**config.mk**
```make
export PLATFORM = sky130hd
export DESIGN_NAME = block_mapped_flash_translation_top
export DESIGN_NICKNAME = d
export VERILOG_FILES = /design/src/rtl/bmft_pkg.sv /design/src/rtl/block_mapped_flash_translation_top.sv /design/src/rtl/bmft_ram.sv /design/src/rtl/bmft_front.sv /design/src/rtl/bmft_queue.sv /design/src/rtl/bmft_back.sv
export SDC_FILE = /design/constraint.sdc
export NUM_CORES = 1
export LEC_CHECK = 0
export BUFFER_PORTS_ARGS = -buffer_cell sky130_fd_sc_hd__clkbuf_2
export CAP_MARGIN = 40
export CELL_PAD_IN_SITES_DETAIL_PLACEMENT = 1
export CELL_PAD_IN_SITES_GLOBAL_PLACEMENT = 1
export CORE_MARGIN = 1
export CORE_UTILIZATION = 55
export CTS_BUF_LIST = sky130_fd_sc_hd__clkbuf_8
export CTS_CLUSTER_DIAMETER = 40
export DETAILED_ROUTE_END_ITERATION = 10
export HOLD_SLACK_MARGIN = 0.1
export PLACE_DENSITY_LB_ADDON = 0.1
export SLEW_MARGIN = 10
export SYNTH_ARGS = -nofsm -noshare
export SYNTH_HDL_FRONTEND = slang
export SYNTH_SLANG_ARGS = --single-unit
```
**constraint.sdc**
```tcl
create_clock -name i_clk -period 4.4 [get_ports i_clk]
set_clock_uncertainty 0.15 [all_clocks]
set_input_delay 0.44 -clock i_clk [delete_from_list [all_inputs] [get_ports i_clk]]
set_output_delay 0.44 -clock i_clk [all_outputs]
set_load 0.005 [all_outputs]
```
**src/rtl/bmft_pkg.sv**
```systemverilog
package bmft_pkg;

    localparam int SEC_W = 6;
    localparam int SEC_N = 64;
    localparam int LBN_W = 5;
    localparam int OFF_W = 4;
    localparam int CMD_W = 3;
    localparam int PAGE_W = 6;
    localparam int BLK_W = 4;

    typedef enum logic [CMD_W-1:0] {
        CMD_READ     = 3'd0,
        CMD_PROGRAM  = 3'd1,
        CMD_COPY     = 3'd2,
        CMD_ERASE    = 3'd3,
        CMD_UNMAPPED = 3'd4
    } t_cmd_e;

    typedef enum logic [3:0] {
        S_IDLE,
        S_CLASS,
        S_MAPRD,
        S_RDOUT,
        S_ROWRD,
        S_ROWCHK,
        S_CPOUT,
        S_ERASE_DATA,
        S_PROG,
        S_CPBACK,
        S_ERASE_SPARE
    } t_state_e;

    typedef struct packed {
        logic             opcode;
        logic [SEC_W-1:0] sector_number;
    } t_req_s;

    typedef struct packed {
        logic [CMD_W-1:0]  command;
        logic [PAGE_W-1:0] page_address;
        logic [PAGE_W-1:0] copy_target;
        logic [BLK_W-1:0]  erase_target;
        logic [SEC_W-1:0]  spare_tag;
        logic              last;
    } t_cmd_s;

    typedef struct packed {
        logic             write;
        logic             in_range;
        logic [SEC_W-1:0] sector;
        logic [LBN_W-1:0] lbn;
        logic [OFF_W-1:0] offset;
    } t_cls_s;

endpackage

```
**src/rtl/block_mapped_flash_translation_top.sv**
```systemverilog
// channel    direction  handshake                   payload
// request    in         i_req_valid / o_req_ready   i_req  (opcode, sector_number)
// command    out        o_cmd_valid / i_cmd_ready   o_cmd  (zero, one or more commands)
//
// read request: one read command, or an unmapped command when the block is unmapped
// write to empty page: one program command; overwrite: 2*PAGES_PER_BLK + 2 commands
// front stage and 2-entry queue take new requests while the sequencer works
// synchronous active-low reset clears maps, page-row valid bits and all handshake state
// a stalled command holds the sequencer; a full queue with the front stage held drops o_req_ready
module block_mapped_flash_translation_top #(
    parameter int PAGES_PER_BLK  = 4,
    parameter int LOGICAL_BLOCKS = 15
) (
    input  logic             i_clk,
    input  logic             i_rst_n,
    input  logic             i_req_valid,
    output logic             o_req_ready,
    input  bmft_pkg::t_req_s i_req,
    output logic             o_cmd_valid,
    input  logic             i_cmd_ready,
    output bmft_pkg::t_cmd_s o_cmd
);
    import bmft_pkg::*;

    logic   w_f_valid;
    logic   w_f_ready;
    t_cls_s w_f_cls;
    logic   w_q_valid;
    logic   w_q_ready;
    t_cls_s w_q_cls;

    bmft_front #(
        .PAGES_PER_BLK  (PAGES_PER_BLK),
        .LOGICAL_BLOCKS (LOGICAL_BLOCKS)
    ) u_front (
        .i_clk       (i_clk),
        .i_rst_n     (i_rst_n),
        .i_req_valid (i_req_valid),
        .o_req_ready (o_req_ready),
        .i_req       (i_req),
        .o_cls_valid (w_f_valid),
        .i_cls_ready (w_f_ready),
        .o_cls       (w_f_cls)
    );

    bmft_queue u_queue (
        .i_clk   (i_clk),
        .i_rst_n (i_rst_n),
        .i_valid (w_f_valid),
        .o_ready (w_f_ready),
        .i_data  (w_f_cls),
        .o_valid (w_q_valid),
        .i_ready (w_q_ready),
        .o_data  (w_q_cls)
    );

    bmft_back #(
        .PAGES_PER_BLK  (PAGES_PER_BLK),
        .LOGICAL_BLOCKS (LOGICAL_BLOCKS)
    ) u_back (
        .i_clk       (i_clk),
        .i_rst_n     (i_rst_n),
        .i_q_valid   (w_q_valid),
        .o_q_ready   (w_q_ready),
        .i_q_data    (w_q_cls),
        .o_cmd_valid (o_cmd_valid),
        .i_cmd_ready (i_cmd_ready),
        .o_cmd       (o_cmd)
    );

endmodule

```
**src/rtl/bmft_ram.sv**
```systemverilog
module bmft_ram #(
    parameter int WIDTH = 4,
    parameter int DEPTH = 15
) (
    input  logic                                      i_clk,
    input  logic                                      i_we,
    input  logic [((DEPTH > 1) ? $clog2(DEPTH) : 1)-1:0] i_waddr,
    input  logic [WIDTH-1:0]                          i_wdata,
    input  logic                                      i_re,
    input  logic [((DEPTH > 1) ? $clog2(DEPTH) : 1)-1:0] i_raddr,
    output logic [WIDTH-1:0]                          o_rdata
);

    logic [WIDTH-1:0] r_mem [DEPTH];
    logic [WIDTH-1:0] r_rdata;

    always_ff @(posedge i_clk) begin
        if (i_we) begin
            r_mem[i_waddr] <= i_wdata;
        end
        if (i_re) begin
            r_rdata <= r_mem[i_raddr];
        end
    end

    assign o_rdata = r_rdata;

endmodule

```
**src/rtl/bmft_front.sv**
```systemverilog
module bmft_front #(
    parameter int PAGES_PER_BLK  = 4,
    parameter int LOGICAL_BLOCKS = 15
) (
    input  logic             i_clk,
    input  logic             i_rst_n,
    input  logic             i_req_valid,
    output logic             o_req_ready,
    input  bmft_pkg::t_req_s i_req,
    output logic             o_cls_valid,
    input  logic             i_cls_ready,
    output bmft_pkg::t_cls_s o_cls
);
    import bmft_pkg::*;

    logic [LBN_W-1:0] w_lbn_tab [SEC_N];
    logic [OFF_W-1:0] w_off_tab [SEC_N];
    logic             r_vld;
    t_cls_s           r_cls;
    t_cls_s           n_cls;
    logic             w_accept;

    // constant divide and remainder tables over all sector codes
    for (genvar g = 0; g < SEC_N; g++) begin : g_tab
        assign w_lbn_tab[g] = LBN_W'(g / PAGES_PER_BLK);
        assign w_off_tab[g] = OFF_W'(g % PAGES_PER_BLK);
    end

    assign o_req_ready = !r_vld || i_cls_ready;
    assign w_accept    = i_req_valid && o_req_ready;

    always_comb begin
        n_cls.write    = i_req.opcode;
        n_cls.sector   = i_req.sector_number;
        n_cls.lbn      = w_lbn_tab[i_req.sector_number];
        n_cls.offset   = w_off_tab[i_req.sector_number];
        n_cls.in_range = ({2'b00, w_lbn_tab[i_req.sector_number]} < 7'(LOGICAL_BLOCKS));
    end

    always_ff @(posedge i_clk) begin
        if (!i_rst_n) begin
            r_vld <= 1'b0;
        end else if (w_accept) begin
            r_vld <= 1'b1;
        end else if (i_cls_ready) begin
            r_vld <= 1'b0;
        end
    end

    always_ff @(posedge i_clk) begin
        if (w_accept) begin
            r_cls <= n_cls;
        end
    end

    assign o_cls_valid = r_vld;
    assign o_cls       = r_cls;

endmodule

```
**src/rtl/bmft_queue.sv**
```systemverilog
module bmft_queue (
    input  logic             i_clk,
    input  logic             i_rst_n,
    input  logic             i_valid,
    output logic             o_ready,
    input  bmft_pkg::t_cls_s i_data,
    output logic             o_valid,
    input  logic             i_ready,
    output bmft_pkg::t_cls_s o_data
);
    import bmft_pkg::*;

    localparam int DEPTH = 2;
    localparam int PW    = $clog2(DEPTH);

    t_cls_s        r_mem [DEPTH];
    logic [PW-1:0] r_wp;
    logic [PW-1:0] r_rp;
    logic [PW:0]   r_cnt;
    logic          w_push;
    logic          w_pop;

    assign o_ready = (r_cnt != (PW + 1)'(DEPTH));
    assign o_valid = (r_cnt != '0);
    assign o_data  = r_mem[r_rp];
    assign w_push  = i_valid && o_ready;
    assign w_pop   = o_valid && i_ready;

    always_ff @(posedge i_clk) begin
        if (!i_rst_n) begin
            r_wp  <= '0;
            r_rp  <= '0;
            r_cnt <= '0;
        end else begin
            if (w_push) begin
                r_wp <= r_wp + 1'b1;
            end
            if (w_pop) begin
                r_rp <= r_rp + 1'b1;
            end
            if (w_push && !w_pop) begin
                r_cnt <= r_cnt + 1'b1;
            end else if (w_pop && !w_push) begin
                r_cnt <= r_cnt - 1'b1;
            end
        end
    end

    always_ff @(posedge i_clk) begin
        if (w_push) begin
            r_mem[r_wp] <= i_data;
        end
    end

endmodule

```
**src/rtl/bmft_back.sv**
```systemverilog
module bmft_back #(
    parameter int PAGES_PER_BLK  = 4,
    parameter int LOGICAL_BLOCKS = 15
) (
    input  logic             i_clk,
    input  logic             i_rst_n,
    input  logic             i_q_valid,
    output logic             o_q_ready,
    input  bmft_pkg::t_cls_s i_q_data,
    output logic             o_cmd_valid,
    input  logic             i_cmd_ready,
    output bmft_pkg::t_cmd_s o_cmd
);
    import bmft_pkg::*;

    localparam int PBW = (LOGICAL_BLOCKS > 1) ? $clog2(LOGICAL_BLOCKS) : 1;
    localparam int CW  = $clog2(LOGICAL_BLOCKS + 1);
    localparam int OFW = $clog2(PAGES_PER_BLK);
    localparam int PAW = $clog2((LOGICAL_BLOCKS + 1) * PAGES_PER_BLK);
    localparam logic [PAW-1:0] SPARE_BASE = PAW'(LOGICAL_BLOCKS * PAGES_PER_BLK);
    localparam logic [OFW-1:0] IDX_LAST   = OFW'(PAGES_PER_BLK - 1);

    t_state_e                  r_state;
    t_state_e                  n_state;
    t_cls_s                    r_req;
    logic [PBW-1:0]            r_pbn;
    logic [OFW-1:0]            r_idx;
    logic [CW-1:0]             r_alloc;
    logic [LOGICAL_BLOCKS-1:0] r_map_vld;
    logic [LOGICAL_BLOCKS-1:0] r_row_vld;
    logic                      r_out_vld;
    t_cmd_s                    r_out;

    logic [PBW-1:0]           w_lbn;
    logic [OFW-1:0]           w_off;
    logic                     w_mapped;
    logic [PAGES_PER_BLK-1:0] w_page_rdata;
    logic [PAGES_PER_BLK-1:0] w_row;
    logic [PAGES_PER_BLK-1:0] w_page_wdata;
    logic [PBW-1:0]           w_map_rdata;
    logic [PAW-1:0]           w_base;
    logic                     w_out_free;
    logic                     w_cp_step;
    logic                     w_emit;
    t_cmd_s                   w_cmd;
    logic                     w_map_re;
    logic                     w_alloc;
    logic                     w_page_re;
    logic                     w_page_we;

    assign w_lbn        = PBW'(r_req.lbn);
    assign w_off        = r_req.offset[OFW-1:0];
    assign w_mapped     = r_req.in_range && r_map_vld[w_lbn];
    assign w_row        = r_row_vld[r_pbn] ? w_page_rdata : '0;
    assign w_page_wdata = w_row | ({{(PAGES_PER_BLK - 1){1'b0}}, 1'b1} << w_off);
    assign w_base       = PAW'(r_pbn) * PAW'(PAGES_PER_BLK);
    assign w_out_free   = !r_out_vld || i_cmd_ready;
    assign w_cp_step    = (r_idx == w_off) || w_out_free;

    bmft_ram #(
        .WIDTH (PBW),
        .DEPTH (LOGICAL_BLOCKS)
    ) u_map_ram (
        .i_clk   (i_clk),
        .i_we    (w_alloc),
        .i_waddr (w_lbn),
        .i_wdata (PBW'(r_alloc)),
        .i_re    (w_map_re),
        .i_raddr (w_lbn),
        .o_rdata (w_map_rdata)
    );

    bmft_ram #(
        .WIDTH (PAGES_PER_BLK),
        .DEPTH (LOGICAL_BLOCKS)
    ) u_page_ram (
        .i_clk   (i_clk),
        .i_we    (w_page_we),
        .i_waddr (r_pbn),
        .i_wdata (w_page_wdata),
        .i_re    (w_page_re),
        .i_raddr (r_pbn),
        .o_rdata (w_page_rdata)
    );

    always_comb begin
        n_state = r_state;
        case (r_state)
            S_IDLE: begin
                if (i_q_valid) begin
                    n_state = S_CLASS;
                end
            end
            S_CLASS: begin
                if (!r_req.write) begin
                    if (!w_mapped) begin
                        if (w_out_free) begin
                            n_state = S_IDLE;
                        end
                    end else begin
                        n_state = S_MAPRD;
                    end
                end else if (!r_req.in_range) begin
                    n_state = S_IDLE;
                end else if (!w_mapped) begin
                    n_state = S_ROWRD;
                end else begin
                    n_state = S_MAPRD;
                end
            end
            S_MAPRD: begin
                n_state = r_req.write ? S_ROWRD : S_RDOUT;
            end
            S_RDOUT: begin
                if (w_out_free) begin
                    n_state = S_IDLE;
                end
            end
            S_ROWRD: begin
                n_state = S_ROWCHK;
            end
            S_ROWCHK: begin
                if (w_row[w_off]) begin
                    n_state = S_CPOUT;
                end else if (w_out_free) begin
                    n_state = S_IDLE;
                end
            end
            S_CPOUT: begin
                if (w_out_free && r_idx == IDX_LAST) begin
                    n_state = S_ERASE_DATA;
                end
            end
            S_ERASE_DATA: begin
                if (w_out_free) begin
                    n_state = S_PROG;
                end
            end
            S_PROG: begin
                if (w_out_free) begin
                    n_state = S_CPBACK;
                end
            end
            S_CPBACK: begin
                if (w_cp_step && r_idx == IDX_LAST) begin
                    n_state = S_ERASE_SPARE;
                end
            end
            S_ERASE_SPARE: begin
                if (w_out_free) begin
                    n_state = S_IDLE;
                end
            end
            default: begin
                n_state = S_IDLE;
            end
        endcase
    end

    always_comb begin
        w_emit    = 1'b0;
        w_cmd     = '0;
        o_q_ready = 1'b0;
        w_map_re  = 1'b0;
        w_alloc   = 1'b0;
        w_page_re = 1'b0;
        w_page_we = 1'b0;
        case (r_state)
            S_IDLE: begin
                o_q_ready = 1'b1;
            end
            S_CLASS: begin
                if (!r_req.write) begin
                    if (!w_mapped) begin
                        w_emit        = w_out_free;
                        w_cmd.command = CMD_UNMAPPED;
                        w_cmd.last    = 1'b1;
                    end else begin
                        w_map_re = 1'b1;
                    end
                end else if (r_req.in_range) begin
                    if (!w_mapped) begin
                        w_alloc = 1'b1;
                    end else begin
                        w_map_re = 1'b1;
                    end
                end
            end
            S_RDOUT: begin
                w_emit             = w_out_free;
                w_cmd.command      = CMD_READ;
                w_cmd.page_address = PAGE_W'(w_base + PAW'(w_off));
                w_cmd.last         = 1'b1;
            end
            S_ROWRD: begin
                w_page_re = 1'b1;
            end
            S_ROWCHK: begin
                if (!w_row[w_off]) begin
                    w_emit             = w_out_free;
                    w_page_we          = w_out_free;
                    w_cmd.command      = CMD_PROGRAM;
                    w_cmd.page_address = PAGE_W'(w_base + PAW'(w_off));
                    w_cmd.spare_tag    = r_req.sector;
                    w_cmd.last         = 1'b1;
                end
            end
            S_CPOUT: begin
                w_emit             = w_out_free;
                w_cmd.command      = CMD_COPY;
                w_cmd.page_address = PAGE_W'(w_base + PAW'(r_idx));
                w_cmd.copy_target  = PAGE_W'(SPARE_BASE + PAW'(r_idx));
            end
            S_ERASE_DATA: begin
                w_emit             = w_out_free;
                w_cmd.command      = CMD_ERASE;
                w_cmd.erase_target = BLK_W'(r_pbn);
            end
            S_PROG: begin
                w_emit             = w_out_free;
                w_cmd.command      = CMD_PROGRAM;
                w_cmd.page_address = PAGE_W'(w_base + PAW'(w_off));
                w_cmd.spare_tag    = r_req.sector;
            end
            S_CPBACK: begin
                if (r_idx != w_off) begin
                    w_emit             = w_out_free;
                    w_cmd.command      = CMD_COPY;
                    w_cmd.page_address = PAGE_W'(SPARE_BASE + PAW'(r_idx));
                    w_cmd.copy_target  = PAGE_W'(w_base + PAW'(r_idx));
                end
            end
            S_ERASE_SPARE: begin
                w_emit             = w_out_free;
                w_cmd.command      = CMD_ERASE;
                w_cmd.erase_target = BLK_W'(LOGICAL_BLOCKS);
                w_cmd.last         = 1'b1;
            end
            default: begin
                w_emit = 1'b0;
            end
        endcase
    end

    always_ff @(posedge i_clk) begin
        if (!i_rst_n) begin
            r_state   <= S_IDLE;
            r_alloc   <= '0;
            r_map_vld <= '0;
            r_row_vld <= '0;
            r_out_vld <= 1'b0;
        end else begin
            r_state <= n_state;
            if (w_alloc) begin
                r_alloc          <= r_alloc + 1'b1;
                r_map_vld[w_lbn] <= 1'b1;
            end
            if (w_page_we) begin
                r_row_vld[r_pbn] <= 1'b1;
            end
            if (w_emit) begin
                r_out_vld <= 1'b1;
            end else if (i_cmd_ready) begin
                r_out_vld <= 1'b0;
            end
        end
    end

    always_ff @(posedge i_clk) begin
        if (o_q_ready && i_q_valid) begin
            r_req <= i_q_data;
        end
        if (w_alloc) begin
            r_pbn <= PBW'(r_alloc);
        end else if (r_state == S_MAPRD) begin
            r_pbn <= w_map_rdata;
        end
        if (r_state == S_ROWCHK || r_state == S_PROG) begin
            r_idx <= '0;
        end else if ((r_state == S_CPOUT && w_out_free) ||
                     (r_state == S_CPBACK && w_cp_step)) begin
            r_idx <= r_idx + 1'b1;
        end
        if (w_emit) begin
            r_out <= w_cmd;
        end
    end

    assign o_cmd_valid = r_out_vld;
    assign o_cmd       = r_out;

endmodule
```
**Yosys cells after proc, flatten, opt, wreduce, memory -nomap -nowiden**

Memories as Yosys holds them, arrays and structs flattened. A register that Yosys moved wholly into a read port is not among the register bits.
Cells that the tools add are included.

- Add/sub/neg operators: 9
- Bitwise operators: 4
- Eq/ne operators: 19
- Shift-type cells: 1
- Multiplexer cells: 68
- Reductions and logical operators: 32
- $lt $le $gt $ge: 7

Operators with widths:

| operator | number |
|---|---|
| 4-bit 2-to-1 mux | 13 |
| 4-bit case mux with 10 select lines | 1 |
| 1-bit 2-to-1 mux | 31 |
| 15-bit bitwise OR | 2 |
| 6-bit case mux with 2 select lines | 2 |
| 6-bit case mux with 4 select lines | 1 |
| 3-bit case mux with 6 select lines | 1 |
| 4-bit by 3-bit == test with 1-bit output, second input constant | 4 |
| 14-bit 2-to-1 mux | 1 |
| 7-bit 2-to-1 mux | 2 |
| 6-bit by 2-bit adder with 6-bit output | 2 |
| 4-bit == test, second input constant | 3 |
| 1-bit logical AND | 12 |
| 3-bit 2-to-1 mux | 4 |
| 4-bit by 5-bit less-than comparator with 1-bit output, second input constant | 2 |
| 5-bit 2-to-1 mux | 2 |
| 2-bit by 1-bit inequality test with 1-bit output, second input constant | 5 |
| 2-bit nonzero test | 5 |
| 1-bit binary-select mux with 4-bit select | 2 |
| 1-bit demux with 4-bit select | 2 |
| 4-bit by 2-bit == test with 1-bit output, second input constant | 2 |
| 4-bit by 1-bit >= comparator with 1-bit output, second input constant | 2 |
| 4-bit case mux with 2 select lines | 1 |
| 7-bit >= comparator, second input constant | 1 |
| other kinds (25) | 37 |

- Logic and storage cells: 166
- RAM bits: 154
- Output and inout bits: 28
- Memories kept: 5
- Memory bits (read-only): 576
- Flip-flop bits (word level): 89

Memory list:

| name | words | width | read ports | clocked after memory_dff | write ports | RTL line | text |
|---|---|---|---|---|---|---|---|
| (no name shown) | 64 | 5 | 1 | 0 | 0 | bmft_front.sv:35 | `n_cls.lbn = w_lbn_tab[i_req.sector_number];` |
| (no name shown) | 64 | 4 | 1 | 1 | 0 | bmft_front.sv:36 | `n_cls.offset = w_off_tab[i_req.sector_number];` |
| u_back.u_map_ram.r_mem | 15 | 4 | 1 | 1 | 1 | bmft_ram.sv:14 | `logic [WIDTH-1:0] r_mem [DEPTH];` |
| u_back.u_page_ram.r_mem | 15 | 4 | 1 | 1 | 1 | bmft_ram.sv:14 |  |
| u_queue.r_mem | 2 | 17 | 1 | 1 | 1 | bmft_queue.sv:16 | `t_cls_s r_mem [DEPTH];` |

**Longest topological paths before layout**

Gate-level depths: netlist (run 1).

- Depth after elaboration: 9
- Gate-level depth with buffers: 9

**Hierarchy**

A second synthesis (run 1) with hierarchy kept.

- Cells, all modules: 750
- Area total of the unflattened synthesis: 11066.9 um^2

By module, submodules not included:

| module | area an instance (um^2) | times used | sequential area each (um^2) | cells an instance |
|---|---|---|---|---|
| bmft_ram | 2600.0 | 2 | 1921.8 | 131 |
| bmft_back | 4023.9 | 1 | 2142.1 | 387 |
| bmft_queue | 1467.7 | 1 | 1121.1 | 77 |
| bmft_front | 375.4 | 1 | 260.2 | 24 |

**Worst setup path before layout (run 1)**

No wires, ideal clock.

- Path kind: flip-flop to flip-flop
- From: register u_back.r_pbn[0]
- To: register u_back.r_out, in the netlist u_back.o_cmd[0], enable pin
- Path buffers: 1
- Arrival time: 2317 ps
- Data required time: 3863 ps
- Path slack: 1547 ps
- Setup time: 387 ps
- Stages on the path, launching flop included: 8
- Cells stage by stage: edfxtp_1 > buf_6 > mux4_2 > mux2_4 > nand2_1 > nand2_2 > o211ai_2 > o31a_1

- Longest elaborated chain between the ends: 7

RTL lines:

| element | RTL line | text |
|---|---|---|
| start, declared | bmft_back.sv:26 | `logic [PBW-1:0] r_pbn;` |
| start signal, assigned | bmft_back.sv:274 | `r_pbn <= PBW'(r_alloc);` |
| start signal, assigned | bmft_back.sv:276 | `r_pbn <= w_map_rdata;` |
| 1-bit binary-select mux with 4-bit select | bmft_back.sv:54 | `assign w_row = r_row_vld[r_pbn] ? w_page_rdata : '0;` |
| 1-bit 2-to-1 mux (implied by the code) | bmft_back.sv:54 |  |
| 4-bit 2-to-1 mux | bmft_back.sv:54 |  |
| 1-bit binary-select mux with 2-bit select | bmft_back.sv:199 | `if (!w_row[w_off]) begin` |
| 1-bit 2-to-1 mux (implied by the code) | bmft_back.sv:199 |  |
| 1-bit 2-to-1 mux | bmft_back.sv:199 |  |
| 1-bit case mux with 4 select lines | bmft_back.sv:168 | `case (r_state)` |
| via u_back.w_emit | bmft_back.sv:44 | `logic w_emit;` |
| end signal, assigned | bmft_back.sv:285 | `r_out <= w_cmd;` |
| end, declared | bmft_back.sv:32 | `t_cmd_s r_out;` |

The timed path passes the listed nets, and every way through them passes these cells. The select of a mux whose other input is x is not followed.
A chain may end at the register's enable or synchronous reset.

**Worst setup path in the final report (run 1)**

- From: register u_back.r_pbn[0]
- To: register u_back.r_out, in the netlist u_back.o_cmd[16], enable pin

Same word-level chain as after synthesis.

==> reports/qor.yml, run 1 <==
outcome: "finished, final reports clean"
hp-class: "reg -> reg"
synth_top_family_by_area: "multiplexers"
ios: 39
post_cts_buffers: 0
irDropWorstVdd_mv: 0.2748
antenna_found_initial: 0
synth-edff-count: 190
synth_ff_type: "edfxtp_1"
ctsResizeCount: 0
multi_input_area_um2: 2915
dr.first_iter.drc_count: 397
die_h_um: 135.2
remaining_drc_errors: 0
required_ns: 4.47
cp.arrival_ns: 3.66
initial_core_util: 0.5640
ant_nets: 0
antenna_cells: 0
grt_overflow: 0
stdcell_count: 949
synth_top_area_frac: 0.5848
power.density_nw_per_um2: 518.5
async_flop_share: 0
ys_top_cells_by_area: "edfxtp_1 58%, dfxtp_1 9.4%, mux4_2 8.3%"
drive_above_1_share: 0.2279
nets: 709
tightestPinTransition_ns: 0.8809
ctsRootBufferMaster: "clkbuf_8"
place.gp.congestion: 0.8426
maxCapViolCount: 0
wirelength_mm: 21.39
clock_latency_ns: 0.53
fmax_mhz: 278.2
synth_compound_area_frac: 0.07631
slew_headroom: 0.4082
yosysMostFrequentCell: "edfxtp_1"
cts.sinks: 236
hold_viol: 0
wire_per_inst_um: 22.54
finalSetupViolations: 0
slew_violations: 0
p_leak_nw: 3.831
yosysUniqueCellTypes: 69
firstDrtPassIters: 5
fp-row-count: 48
cts_tree: "built"
grt_pass1_wl_mm: 33.72
rsz0062_at_grt: "no"
place_area_um2: 10130
synth_area_um2: 9756
fin_crit_ns: 3.594
num_vias: 5624
end_kind: "register"
seq_area_frac_synth: 0.6792
fin_crit_sh: 0.8168
synth_largest_area_cell: "edfxtp_1"
core_um2: 17300
grt_usage: 0.2498
clock_path_buffers: 3
synth-seq-cells: 236
synthMuxAreaShare: 0.1191
path_clk_slew_ns: 0.06
synth_fa_ha_area_frac: 0.003848
synthToLayoutAreaGrowth_pct: 11.66
syn_nets: 649
synth_simple_gate_area_frac: 0.09234
placedCellCount: 871
h-tree-depth: 2
numCtsBuffers: 39
fin_total_pwr_mw: 5.648
setup_tns_ns: 0
holdWs_ns: 0.2885
crit_type: "reg -> reg"
cp_max_fo: 16
avgSynthCellArea_um2: 15.36
start_kind: "register"
die_area_um2: 18270
yosys_warnings: 0
synth-xor-area-share: 0.007182
grt_pass1_vias: 6009
regArea_um2: 6626
ys_top_cells_by_count: "190 x edfxtp_1, 48 x nand2_1, 46 x dfxtp_1, 36 x mux4_2, 33 x nor2_1"
final_cell_area_um2: 10890
grt_max_degree: 27
vias_per_cell: 5.926
port_buffers: 38
die_w_um: 135.2
hpwlAfterDp_mm: 14.58
fillerInstances: 1597
syn_inst: 635
-- logic make-up after synthesis --
logic type                 Yosys count
AOI/OAI and AO/OA                  106
xor gates and xnor gates             8
buffers and inverters               48
muxes                               69
and+or+nand+nor                    165
DFF                                236
adders and majority gates            3
-- critical path: stages, from the launching register on --
cell	delay, ns
edfxtp_1	0.85
mux4_2	0.60
mux2_4	0.29
nand2_1	0.08
nand2_2	0.12
o211ai_2	0.26
o31a_1	0.57
buf_4	0.34
-- registers in the layout (all words and copies together) (netlist names), 8 cells and up --
register / flops
u_front.o_cls: 8
u_back.r_row_vld: 15
u_queue.r_mem: 16
u_back.o_cmd: 26
u_back.u_page_ram.r_mem: 60
u_back.r_map_vld: 15
u_back.u_map_ram.r_mem: 60
u_back.r_req: 8
-- placed cells by master, fill, tap and decap left out, types with 17 or more instances in the layout --
master / instances
edfxtp_1: 190
nand2_1: 48
dfxtp_1: 46
clkbuf_8: 40
clkbuf_2: 38
mux4_2: 36
nor2_1: 33
inv_1: 29
o21a_1: 28
mux2i_1: 19
o21ai_0: 17
-- what timing repair did --
item,in CTS,in global routing
endpoints found under the hold margin,9,0
setup endpoints to repair,0,0
hold buffers,8,0
-- layout make-up --
cell class,count,share of cell area
Sequential cell,236,0.6083
Clock buffer,40,0.05054
Clock inverter,30,0.01218
Multi-Input combinational cell,351,0.2676
Inverter,11,0.003791
Tap cell,225,0.02584
Timing Repair Buffer,56,0.03170
-- worst paths after layout --
path | start | to | slack (ns) | cells after the start
setup / recovery | u_back.r_pbn[0]$_DFFE_PP_ | u_back.o_cmd[16]$_DFFE_PP_ | 0.81 | 7
hold / removal | u_front.o_cls[9]$_DFFE_PP_ | u_queue.r_mem[0][9]$_DFFE_PP_ | 0.29 | 0
setup reg to reg | u_back.r_pbn[0]$_DFFE_PP_ | u_back.o_cmd[16]$_DFFE_PP_ | 0.81 | 7
hold reg to reg | u_front.o_cls[9]$_DFFE_PP_ | u_queue.r_mem[0][9]$_DFFE_PP_ | 0.29 | 0
-- metal layers --
metal	vias up	part of all wire	track usage
met2	153	0.49	0.4048
met5	-	0	0
met3	37	0.049	0.04377
met4	0	0.023	0.08801
met1	2883	0.44	0.3426
li1	2551	-	-
-- power by group --
| part | leakage, nW | total, mW | internal [mW] | switching [mW] |
|---|---|---|---|---|
| registers | 2.12 | 2.94 | 2.69 | 0.253 |
| clock network | 0.418 | 1.69 | 0.851 | 0.837 |
| logic | 1.29 | 1.02 | 0.456 | 0.563 |
-- metrics by stage --
step                utilization  setup WS (ns)
finish                   0.6298         0.8059
global route             0.6298         0.5571
CTS                      0.6298         0.8145
detailed placement       0.5856         0.8362
global placement         0.5848         0.9951
floorplan                     -          1.547
(Power assumes the default switching activity.)
==> inputs of run 2 (changes only) <==
ABC_AREA = 1   (was unset)
CORE_UTILIZATION = 52   (was 55)
clock period = 3.6 ns   (was 4.4 ns; I/O delays follow)
==> reports/qor.yml, run 2 <==
wirelength_mm: 23.89  # was 21.39 mm
tightestPinTransition_ns: 0.8565  # was 0.8809 ns
hpwlAfterDp_mm: 15.86  # was 14.58 mm
seq_area_frac_synth: 0.7019  # was 0.6792
die_w_um: 136.7  # was 135.2 µm
initial_core_util: 0.5383  # was 0.5640
ys_top_cells_by_count: "190 x edfxtp_1, 150 x nand2_1, 96 x inv_1, 63 x a21oi_1, 63 x nor2_1"  # was 190 x edfxtp_1, 48 x nand2_1, 46 x dfxtp_1, 36 x mux4_2, 33 x nor2_1
syn_nets: 827  # was 649
reg2reg_slack_ns: 0.43  # was 0.81 ns
power.density_nw_per_um2: 694.3  # was 518.5 nW/µm²
setup_tns_ns: 0  # unchanged
r2r_end: "u_back.o_cmd[19]$_DFFE_PP_"  # was u_back.o_cmd[16]$_DFFE_PP_
synth_top_area_frac: 0.6044  # was 0.5848
rsz0062_at_grt: "no"  # unchanged
maxCapViolCount: 0  # unchanged
start_kind: "register"  # unchanged
rr_worst_depth: 15  # was 7
remaining_drc_errors: 0  # unchanged
required_ns: 3.66  # was 4.47 ns
yosysUniqueCellTypes: 30  # was 69
cp_max_fo: 24  # was 16
stdcell_count: 1146  # was 949
grt_pass1_vias: 6946  # was 6009
wire_per_inst_um: 20.84  # was 22.54 µm
h-tree-depth: 2  # unchanged
clock_path_buffers: 3  # unchanged
clock_latency_ns: 0.55  # was 0.53 ns
irDropWorstVdd_mv: 0.4507  # was 0.2748 mV
avgSynthCellArea_um2: 11.61  # was 15.36 µm²
grt_max_degree: 25  # was 27
hold_viol: 0  # unchanged
regToRegStartpoint: "u_back.r_pbn[1]$_DFFE_PP_"  # was u_back.r_pbn[0]$_DFFE_PP_
p_int_mw: 5.206  # was 3.995 mW
clkPwrFrac: 0.340  # was 0.299
core_um2: 17540  # was 17300 µm²
syn_inst: 813  # was 635
nets: 903  # was 709
fillerInstances: 1805  # was 1597
grt_usage: 0.2708  # was 0.2498
cp-startpoint: "u_back.r_pbn[1]$_DFFE_PP_"  # was u_back.r_pbn[0]$_DFFE_PP_
path_clk_slew_ns: 0.06  # about the same
hold_start: "i_rst_n"  # was u_front.o_cls[9]$_DFFE_PP_
firstDrtPassIters: 5  # unchanged
fp-row-count: 48  # unchanged
finalSetupViolations: 0  # unchanged
ctsRootBufferMaster: "clkbuf_8"  # unchanged
num_vias: 6454  # was 5624
cp.arrival_ns: 3.23  # was 3.66 ns
async_flop_share: 0  # unchanged
finish.utilization: 0.6174  # was 0.6298
numCtsBuffers: 41  # was 39
final_cell_mix: "190 x edfxtp_1, 150 x nand2_1, 112 x inv_1"  # was 190 x edfxtp_1, 48 x nand2_1, 46 x dfxtp_1
synth_area_um2: 9440  # was 9756 µm²
crit_type: "reg -> reg"  # unchanged
ant_nets: 0  # unchanged
final_common_cell: "edfxtp_1"  # unchanged
vias_per_cell: 5.632  # was 5.926
drive_above_1_share: 0.1444  # was 0.2279
synth-seq-cells: 236  # unchanged
yosys_warnings: 0  # unchanged
fin_total_pwr_mw: 7.517  # was 5.648 mW
fmax_mhz: 315.4  # was 278.2 MHz
die_area_um2: 18700  # was 18270 µm²
slew_violations: 0  # unchanged
place.gp.congestion: 0.8927  # was 0.8426
port_buffers: 38  # unchanged
p_leak_nw: 4.269  # was 3.831 nW
die_h_um: 136.7  # was 135.2 µm
grt_pass1_wl_mm: 37.57  # was 33.72 mm
outcome: "finished, final reports clean"  # unchanged
grt_overflow: 0  # unchanged
yosysMostFrequentCell: "edfxtp_1"  # unchanged
antenna_cells: 0  # unchanged
dr.first_iter.drc_count: 290  # was 397
cts_tree: "built"  # unchanged
synthToLayoutAreaGrowth_pct: 14.68  # was 11.66%
swShare: 0.3074  # was 0.2926
ys_top_cells_by_area: "edfxtp_1 60%, dfxtp_1 9.8%, nand2_1 6.0%"  # was edfxtp_1 58%, dfxtp_1 9.4%, mux4_2 8.3%
synth_ff_type: "edfxtp_1"  # unchanged
synth_largest_area_cell: "edfxtp_1"  # unchanged
slew_headroom: 0.4284  # was 0.4082
fin_crit_ns: 3.171  # was 3.594 ns
ios: 39  # unchanged
placedCellCount: 1063  # was 871
cts.sinks: 236  # unchanged
endpoint: "u_back.o_cmd[19]$_DFFE_PP_"  # was u_back.o_cmd[16]$_DFFE_PP_
p_seq_frac: 0.470  # was 0.521
synth-edff-count: 190  # unchanged
hp-class: "in -> reg"  # was reg -> reg
p_comb_frac: 0.190  # was 0.180
fin_crit_sh: 0.8807  # was 0.8168
p_sw_mw: 2.311  # was 1.653 mW
ctsResizeCount: 0  # unchanged
end_kind: "register"  # unchanged
antenna_found_initial: 0  # unchanged
run 2: cell types whose count changed after synthesis, sizes merged, moves of 19 or more:
cell	before	now
a22oi	3	53
nand2	49	152
nand3	10	39
a21oi	15	63
nor2	36	68
mux2i	19	0
mux4	36	0
inv	11	106
run 2: stage by stage:
step	area, µm²	setup WS, ns	hold slack [ns]
6_report	10830	0.4294	0.2462
5_1_grt	10830	0.1703	0.2697
4_1_cts	10830	0.4420	0.2207
3_5_place_dp	9884	0.4944	0.2839
3_3_place_gp	9884	0.5360	0.2726
2_1_floorplan	9440	0.3035	0.2715
run 2: worst min path at each step:
| stage | to | slack (ns) | cells after the start |
|---|---|---|---|
| 3_3_place_gp | u_queue.r_mem[1][14]$_DFFE_PP_ | 0.27 | 0 |
| 5_1_grt | u_back.r_map_vld[10]$_SDFFE_PN0P_ | 0.27 | 2 |
| 3_5_place_dp | u_queue.r_mem[0][12]$_DFFE_PP_ | 0.28 | 0 |
| 4_1_cts | u_back.o_cmd_valid$_SDFFE_PN0P_ | 0.22 | 3 |
| 6_report | u_back.o_cmd_valid$_SDFFE_PN0P_ | 0.25 | 3 |
| 2_1_floorplan | u_queue.r_mem[0][10]$_DFFE_PP_ | 0.27 | 0 |
run 2: final cells by class:
type                            instances  area (µm²)  share of cell area
Tap cell                              225       281.5             0.02600
Timing Repair Buffer                   57       352.8             0.03259
Sequential cell                       236        6626              0.6120
Clock inverter                         26       187.7             0.01734
Multi-Input combinational cell        447        2306              0.2130
Clock buffer                           49       674.4             0.06229
Inverter                              106       397.9             0.03675
run 2: power by group through the flow:
stage	Sequential, mW	Combinational (mW)	Clock [mW]
4_1_cts	3.53	1.44	2.60
3_3_place_gp	3.57	1.35	0
2_1_floorplan	3.50	0.897	0
5_1_grt	3.57	1.56	2.71
3_5_place_dp	3.59	1.41	0
6_report	3.53	1.43	2.55
run 2: routing by layer:
layer / up-vias / track usage / share of wire
li1: 3005 / - / -
met1: 3197 / 0.3194 / 0.41
met2: 179 / 0.4766 / 0.51
met3: 73 / 0.05259 / 0.046
met4: 0 / 0.1241 / 0.036
met5: - / 0 / 0
run 2: cells by family after synthesis:
family | after synthesis | share of synthesized area
AOI/OAI and AO/OA | 175 | 0.1174
xor gates and xnor gates | 1 | 0.0009279
adders and majority gates | 3 | 0.003977
buffers and inverters | 130 | 0.05408
DFF | 236 | 0.7019
and+or+nand+nor | 268 | 0.1217
run 2: worst max-delay path, cell delays in order (launching register included):
cell,delay [ns]
edfxtp_1,0.66
inv_2,0.17
nand3_1,0.11
nand2_1,0.08
nand2_1,0.07
nand2_1,0.07
nor2_2,0.11
nand2_2,0.11
nand3_1,0.11
nand2_1,0.08
nor2_2,0.17
nand2_4,0.15
nand2_1,0.15
nor2_1,0.08
nor2_2,0.17
buf_4,0.35
run 2: timing repair:
| action | 4_1_cts | 5_1_grt |
|---|---|---|
| hold buffers | 8 | 0 |
| hold endpoints to repair | 9 | 0 |
| setup buffers | 0 | 0 |
